## src/hw/rtl/bti_pkg.sv

```systemverilog
// ----------------------------------------------------------------------------
// bti_pkg
// Shared types and constants of the bilinear table interpolator: item
// commands, configuration register indexes, controller states and the
// command and status bundles between the controller and the datapath.
// ----------------------------------------------------------------------------
package bti_pkg;

  localparam int CMD_W      = 2;
  localparam int INDEX_W    = 8;
  localparam int POINT_W    = 16;
  localparam int CELL_W     = 16;
  localparam int COUNT_W    = 5;
  localparam int FRAC_W     = 8;
  localparam int CFG_IDX_W  = 4;
  localparam int CELL_READS = 4;
  localparam int BLEND_STEPS = 3;
  localparam int PROD_W     = CELL_W + 1 + FRAC_W + 1;

  localparam logic [COUNT_W-1:0]   COUNT_RESET = 5'd16;
  localparam logic [CFG_IDX_W-1:0] CFG_X_COUNT = 4'd0;
  localparam logic [CFG_IDX_W-1:0] CFG_Y_COUNT = 4'd1;

  typedef enum logic [CMD_W-1:0] {
    CMD_WR_X    = 2'd0,
    CMD_WR_Y    = 2'd1,
    CMD_WR_CELL = 2'd2,
    CMD_LOOKUP  = 2'd3
  } cmd_e;

  typedef enum logic [3:0] {
    OP_NONE,
    OP_WRITE,
    OP_LATCH,
    OP_ADDR0,
    OP_CHK0,
    OP_CHKN,
    OP_WALK,
    OP_DIV,
    OP_ROWS,
    OP_CELL,
    OP_MUL,
    OP_ADD,
    OP_RESULT
  } dp_op_e;

  typedef enum logic [3:0] {
    ST_IDLE,
    ST_ADDR0,
    ST_FIRST,
    ST_LAST,
    ST_WALK,
    ST_DIV,
    ST_ROWS,
    ST_CELL,
    ST_MUL,
    ST_ADD,
    ST_DONE
  } ctrl_state_e;

  typedef struct packed {
    dp_op_e op;
    logic   axis_y;
  } dp_cmd_t;

  typedef struct packed {
    logic at_end;
    logic walk_stop;
    logic div_last;
    logic cell_last;
    logic blend_last;
  } dp_status_t;

endpackage

```

## src/hw/rtl/bti_ctrl.sv

```systemverilog
// ----------------------------------------------------------------------------
// bti_ctrl
// Sequencer of the interpolator: takes items, steps the datapath through
// the two axis searches, the cell reads and the three blends, and owns the
// result valid flag.
// ----------------------------------------------------------------------------
module bti_ctrl (
  input  logic                clk_i,
  input  logic                rst_ni,
  input  logic                in_valid_i,
  input  logic                in_lookup_i,
  output logic                in_ready_o,
  input  logic                out_ready_i,
  output logic                out_valid_o,
  input  bti_pkg::dp_status_t status_i,
  output bti_pkg::dp_cmd_t    cmd_o
);

  bti_pkg::ctrl_state_e state_q, state_d;
  logic                 axis_q, axis_d;
  logic                 out_valid_q, out_valid_d;

  always_ff @(posedge clk_i or negedge rst_ni) begin
    if (!rst_ni) begin
      state_q     <= bti_pkg::ST_IDLE;
      axis_q      <= 1'b0;
      out_valid_q <= 1'b0;
    end else begin
      state_q     <= state_d;
      axis_q      <= axis_d;
      out_valid_q <= out_valid_d;
    end
  end

  always_comb begin
    state_d      = state_q;
    axis_d       = axis_q;
    out_valid_d  = out_valid_q && !out_ready_i;
    in_ready_o   = 1'b0;
    cmd_o.op     = bti_pkg::OP_NONE;
    cmd_o.axis_y = axis_q;
    case (state_q)
      bti_pkg::ST_IDLE: begin
        in_ready_o = 1'b1;
        if (in_valid_i) begin
          if (in_lookup_i) begin
            // The X search starts here: point 0 is addressed as the
            // coordinates are captured.
            cmd_o.op     = bti_pkg::OP_LATCH;
            cmd_o.axis_y = 1'b0;
            axis_d       = 1'b0;
            state_d      = bti_pkg::ST_FIRST;
          end else begin
            cmd_o.op = bti_pkg::OP_WRITE;
          end
        end
      end
      bti_pkg::ST_ADDR0: begin
        cmd_o.op = bti_pkg::OP_ADDR0;
        state_d  = bti_pkg::ST_FIRST;
      end
      bti_pkg::ST_FIRST: begin
        cmd_o.op = bti_pkg::OP_CHK0;
        if (status_i.at_end) begin
          if (axis_q) begin
            state_d = bti_pkg::ST_ROWS;
          end else begin
            axis_d  = 1'b1;
            state_d = bti_pkg::ST_ADDR0;
          end
        end else begin
          state_d = bti_pkg::ST_LAST;
        end
      end
      bti_pkg::ST_LAST: begin
        cmd_o.op = bti_pkg::OP_CHKN;
        if (status_i.at_end) begin
          if (axis_q) begin
            state_d = bti_pkg::ST_ROWS;
          end else begin
            axis_d  = 1'b1;
            state_d = bti_pkg::ST_ADDR0;
          end
        end else begin
          state_d = bti_pkg::ST_WALK;
        end
      end
      bti_pkg::ST_WALK: begin
        cmd_o.op = bti_pkg::OP_WALK;
        if (status_i.walk_stop) begin
          state_d = bti_pkg::ST_DIV;
        end
      end
      bti_pkg::ST_DIV: begin
        cmd_o.op = bti_pkg::OP_DIV;
        if (status_i.div_last) begin
          if (axis_q) begin
            state_d = bti_pkg::ST_ROWS;
          end else begin
            axis_d  = 1'b1;
            state_d = bti_pkg::ST_ADDR0;
          end
        end
      end
      bti_pkg::ST_ROWS: begin
        cmd_o.op = bti_pkg::OP_ROWS;
        state_d  = bti_pkg::ST_CELL;
      end
      bti_pkg::ST_CELL: begin
        cmd_o.op = bti_pkg::OP_CELL;
        if (status_i.cell_last) begin
          state_d = bti_pkg::ST_MUL;
        end
      end
      bti_pkg::ST_MUL: begin
        cmd_o.op = bti_pkg::OP_MUL;
        state_d  = bti_pkg::ST_ADD;
      end
      bti_pkg::ST_ADD: begin
        cmd_o.op = bti_pkg::OP_ADD;
        state_d  = status_i.blend_last ? bti_pkg::ST_DONE : bti_pkg::ST_MUL;
      end
      bti_pkg::ST_DONE: begin
        // The result waits here while an earlier beat is still unclaimed.
        if (!out_valid_q) begin
          cmd_o.op    = bti_pkg::OP_RESULT;
          out_valid_d = 1'b1;
          state_d     = bti_pkg::ST_IDLE;
        end
      end
      default: begin
        state_d = bti_pkg::ST_IDLE;
      end
    endcase
  end

  assign out_valid_o = out_valid_q;

endmodule

```

## config.mk

```make
export PLATFORM = sky130hd
export DESIGN_NAME = bti_ctrl
export DESIGN_NICKNAME = d
export VERILOG_FILES = /design/src/hw/rtl/bti_pkg.sv /design/src/hw/rtl/bti_ctrl.sv
export SDC_FILE = /design/constraint.sdc
export NUM_CORES = 1
export LEC_CHECK = 0
export ABC_AREA = 1
export BUFFER_PORTS_ARGS = -buffer_cell sky130_fd_sc_hd__clkbuf_2
export CORE_MARGIN = 4
export CORE_UTILIZATION = 35
export DETAILED_ROUTE_END_ITERATION = 16
export GPL_TIMING_DRIVEN = 0
export PLACE_DENSITY = 0.6
export SYNTH_ARGS = -nofsm -noshare
export SYNTH_HDL_FRONTEND = slang
export SYNTH_SLANG_ARGS = --single-unit
```

## constraint.sdc

```tcl
create_clock -name clk_i -period 1.5 [get_ports clk_i]
set_input_delay 0.3 -clock clk_i [delete_from_list [all_inputs] [get_ports clk_i]]
set_output_delay 0.3 -clock clk_i [all_outputs]
set_load 0.03 [all_outputs]
```

# --- After elaboration in Yosys (flattened, before gate mapping) ---
# Cells that the tools add are included.
word_totals:
  ff_bits: 6
  input_bits: 10
  out_inout_bits: 7
  wordCells: 51
op_classes:
  n_eq_ne: 17
  n_mux: 24
  n_reduce_logical: 7
ops:
  columns: ["op", "n"]
  rows:
  - ["4-bit case mux with 11 select lines", 2]
  - ["4-bit 2-to-1 mux", 8]
  - ["4-bit by 3-bit == test with 1-bit output (second input constant)", 4]
  - ["4-bit == test (second input constant)", 3]
  - ["2-bit inequality test (second input constant)", 6]
  - ["3-bit 2-to-1 mux", 3]
  - ["4-bit by 2-bit == test with 1-bit output (second input constant)", 2]
  - ["1-bit 2-to-1 mux", 8]
  - ["6-bit AND reduction", 1]
  - ["4-bit by 1-bit == test with 1-bit output (second input constant)", 1]
  - ["4-bit zero test", 1]
  - ["2-bit 2-to-1 mux", 2]
  - ["4-bit AND reduction", 1]
  - ["1-bit case mux with 3 select lines", 1]
  - ["3-bit nonzero test", 1]
  - ["2-bit by 1-bit inequality test with 1-bit output (second input constant)", 1]
  - ["2-bit OR reduction", 1]
  - ["1-bit logical AND", 1]
  - ["1-bit zero test", 1]

# --- Longest topological paths before layout ---
logic_depth:
  word_depth: 4
  mapped_depth: 10
  ltp_nobuf: 9

# --- Least setup slack after synthesis ---
# OpenSTA, ideal clock, no wires.
synth_path:
  kind: "flip-flop to output port"
  startpoint: "register state_q[0]"
  endpoint: "output port cmd_o[2] (netlist bit)"
  t_arrival_ns: 1.227
  required_ns: 1.200
  path_slack_ns: -0.027
  stages_incl_launch_ff: 7
  path_buffers: 1
  path_cell_list: "dfrtp_1 buf_6 nor2_1 nand2_1 inv_2 nand3_1 nand3_1"
synth_rtl:
  columns: ["element", "line_no", "rtl"]
  rows:
  - ["start, declared", "bti_ctrl.sv:19", "bti_pkg::ctrl_state_e state_q, state_d;"]
  - ["start signal, assigned", "bti_ctrl.sv:25", "state_q <= bti_pkg::ST_IDLE;"]
  - ["start signal, assigned", "bti_ctrl.sv:29", "state_q <= state_d;"]
  - ["end, declared", "bti_ctrl.sv:16", "output bti_pkg::dp_cmd_t cmd_o"]

==> summary by stage <==
Status
The run finished, with violations left. The checks that failed: setup timing.

Yosys
The number of warnings issued by yosys is 0. After synthesis, the mean cell area works out to 5.90 um2. After synthesis the cells add up to 613 um2. The register bit count reported by yosys is 6.

The number of nets in the synthesized netlist is 114. The biggest area consumer among synthesized cells is dfrtp_1. Of the synthesized area, sequential elements account for 0.245. After synthesis, the cell types taking the most area are dfrtp_1, nand2_1, inv_1, nand3_1, nor2_1. Counting distinct cell types in the post-synthesis netlist gives 18.

The post-synthesis cell count is 104. The share of synthesized area in the top cell type comes to 0.245.

Clock network
The maximum buffer depth of the clock tree is 2. In this run the number of H-tree levels came out at 1. The total number of clock tree sinks is 6. The clock tree from TritonCTS is yes. Clock-pin slew was measured on the worst setup and hold paths at 0.04 ns. Clock tree synthesis selected as its root buffer the cell clkbuf_4. The clock reaches the later pin of the worst-skew pair after 0.25 ns. The number of buffers created by CTS is 3.

Finish
The layout overhead on the synthesized area is 61.6%. After the last flow step, the layout net total stands at 150. The number of fillers in the final layout is 139. The top cell types in the final layout, fill and taps aside, are nand2_1, buf_4, inv_1. After the flow finishes, the layout carries non-filler instances totaling 154. Across the whole layout, storage elements account for 154 um2. After routing the design area is 991 um2.

Leaving out fill and tap cells, the most frequent cell in the layout is nand2_1. 0 antenna diodes ended up in the layout. In the final layout, the share of cells above drive strength 1 is 0.478.

The combined area of the multi-input logic cells is 463 um2.

Worst hold path
The startpoint identified for the worst hold timing path is out_ready_i. The worst hold path was traced through 2 stages. The worst hold endpoint is out_valid_o$_DFF_PN0_.

The path class of the lowest-slack min-delay path is in -> reg.

Setup path
The worst setup path is launched from a flop. STA classifies the critical path endpoint as a primary output. The kind of critical path is reg -> out. The required arrival time at the worst endpoint is 1.20 ns.

Data on the critical path arrives at its endpoint at 1.35 ns. The maximum fanout count along the critical path is 7. The depth of the worst register-to-register path is 10. The start of the worst register-to-register path is state_q[2]$_DFFE_PN0P_.

The endpoint identified for the worst register-to-register timing path is state_q[2]$_DFFE_PN0P_. The reg-to-reg setup timing slack is 0.14 ns.

Power and ir drop
The share of power burned in registers is 0.145. The worst supply voltage drop on vdd is 1.30 mV. The reported leakage power is 0.000538 uW.

The combinational fraction of design power is 0.789. Summed over all nets, the switching power comes to 1190 uW. The internal power of the cells totals 1140 uW. Of the total power, the share spent switching nets is 0.510. Of the total power, the clock network draws 0.066. The areal power density over the cells is 2350 mW/mm2.

Floorplan
The floorplan step defined a core boundary enclosing 0.00158 mm2. The starting density of the core is 0.389. The die outline height is 49.9 um. The die is 49.9 um wide. 17 I/O pins were placed. The number of core rows is 14. The floorplan die area is 0.00249 mm2.

Timing
The minimum clock period after layout is 1.65 ns. The relative max-transition margin is 0.864. The maximum clock frequency is 606 MHz.

The final period utilization is 1.10. The post-layout worst setup margin is -0.151 ns. For the pin with the worst max-slew slack, the measured transition is 0.204 ns. The number of slew-limit violations in the final report was 0. Setup violations remaining at the end of the flow were counted as 6. The worst-case clock skew is 0.00448 ns. The number of hold-slack violations in the final timing report is 0. Setup repair after global routing could not meet its margin everywhere.

Global routing
For this run, the total global-route usage over all layers was measured as 0.159. The wire length of the first global-routing pass is 3080 um. The initial antenna violation count is 0.

Entering global routing, the biggest net connects 9 pins. The via count of the first global-routing pass is 720. The total overflow left after global routing is 0.

Drt
Once detail routing completed, the nets flagged for antenna violations numbered 0. Dividing the detail-routed wire length by the instance count gives 12.3 um. The count of routing violations after the opening detailed-route iteration is 16.

Dividing the detail-routed via count by the number of cells gives 4.97. The first detailed-routing pass ran for 4 iterations. The via count is 766.

For this run, design rule violations remaining after detail routing come to 0. The routed wire length is 1890 um.

Placed design
The congestion estimate from routability-driven global placement came to 0.837. During placement, the flow inserted port buffers numbering 16. The cell count after placement is 136.

The instance area after placement is 724 um2. The detailed-placement wirelength estimate is 1330 um.

Job
The number of max-cap violations is 0.
[flip-flops by register name (all words and copies together), names as in the netlist]
register and cells:
state_q 4, out_valid_o 1, axis_q 1
[area by class of cell]
| cell class | instances | share of cell area |
|---|---|---|
| plain buffers | 1 | 0.0114 |
| clock buffers | 3 | 0.0227 |
| inverters | 18 | 0.0758 |
| multi-input cells | 79 | 0.467 |
| flip-flops and latches | 6 | 0.155 |
| well taps | 16 | 0.0202 |
| repair buffers | 31 | 0.247 |
[synth_stat cells]
cell       n
o21ai_0    4
o22ai_1    1
inv_2      5
nand4_1    1
nor2_4     1
o21ai_1    1
nor2_1     9
inv_1     13
a21oi_1    1
nand2_1   36
buf_6      1
dfrtp_1    6
o211ai_1   4
nand3b_1   2
nand3_2    2
nand2_2    5
nand3_1    8
nor2_2     4
[worst max-delay path, stage by stage (launching register included)]
cell and delay (ns):
dfrtp_1 0.37, buf_6 0.14, nor2_4 0.13, nand2_2 0.07
inv_2 0.08, nand3_4 0.08, nand2_2 0.07, inv_2 0.04
buf_8 0.12
[timing repair]
item / 4_1_cts / 5_1_grt
pin swaps: 6 / 7
endpoints found under the setup margin: 6 / 9
gates resized for setup: 30 / 8
hold endpoints to repair: 6 / 0
buffers inserted: 8 / 6
gates cloned: 0 / 0
hold buffers: 1 / 0
[how the worst max path moves through the flow]
stage,from,endpoint,slack (ns),cells after the start
6_report,state_q[0]$_DFFE_PN0P_,cmd_o[0],-0.15,8
4_1_cts,state_q[2]$_DFFE_PN0P_,cmd_o[0],-0.16,7
2_1_floorplan,state_q[0]$_DFFE_PN0P_,cmd_o[0],0.02,7
5_1_grt,state_q[0]$_DFFE_PN0P_,cmd_o[0],-0.21,8
3_5_place_dp,state_q[1]$_DFFE_PN0P_,cmd_o[3],-0.08,5
3_3_place_gp,state_q[1]$_DFFE_PN0P_,cmd_o[3],-0.08,5
[metal layers]
metal / vias to the layer above / wire (um) / track usage
met5: - / 0 / 0
met4: 0 / 14 / 0.0138
met3: 2 / 80 / 0.0572
met2: 22 / 968 / 0.282
met1: 347 / 828 / 0.189
li1: 395 / - / -
[power groups by stage]
stage | registers [uW] | logic [uW] | clock network (uW)
finish | 339 | 1840 | 153
global route | 347 | 2000 | 169
CTS | 335 | 1650 | 154
detailed placement | 316 | 1230 | 0
global placement | 314 | 1220 | 0
floorplan | 299 | 954 | 0
[stage by stage]
stage	setup TNS (ns)	power [uW]	utilization	hold slack [ns]	setup WS, ns
2_1_floorplan	0	1250	-	0.00441	0.0176
3_5_place_dp	-0.252	1550	0.460	0.136	-0.0803
3_3_place_gp	-0.221	1530	0.460	0.135	-0.0811
4_1_cts	-0.645	2140	0.590	0.233	-0.161
5_1_grt	-1.00	2520	0.629	0.225	-0.208
6_report	-0.664	2330	0.629	0.229	-0.151
[kinds of logic after synthesis]
group / count (synthesis) / synth area share
simple gates: 68 / 0.518
flops: 6 / 0.245
compound gates: 11 / 0.108
buf+inv: 19 / 0.129
Power figures use the tool's default switching activity.
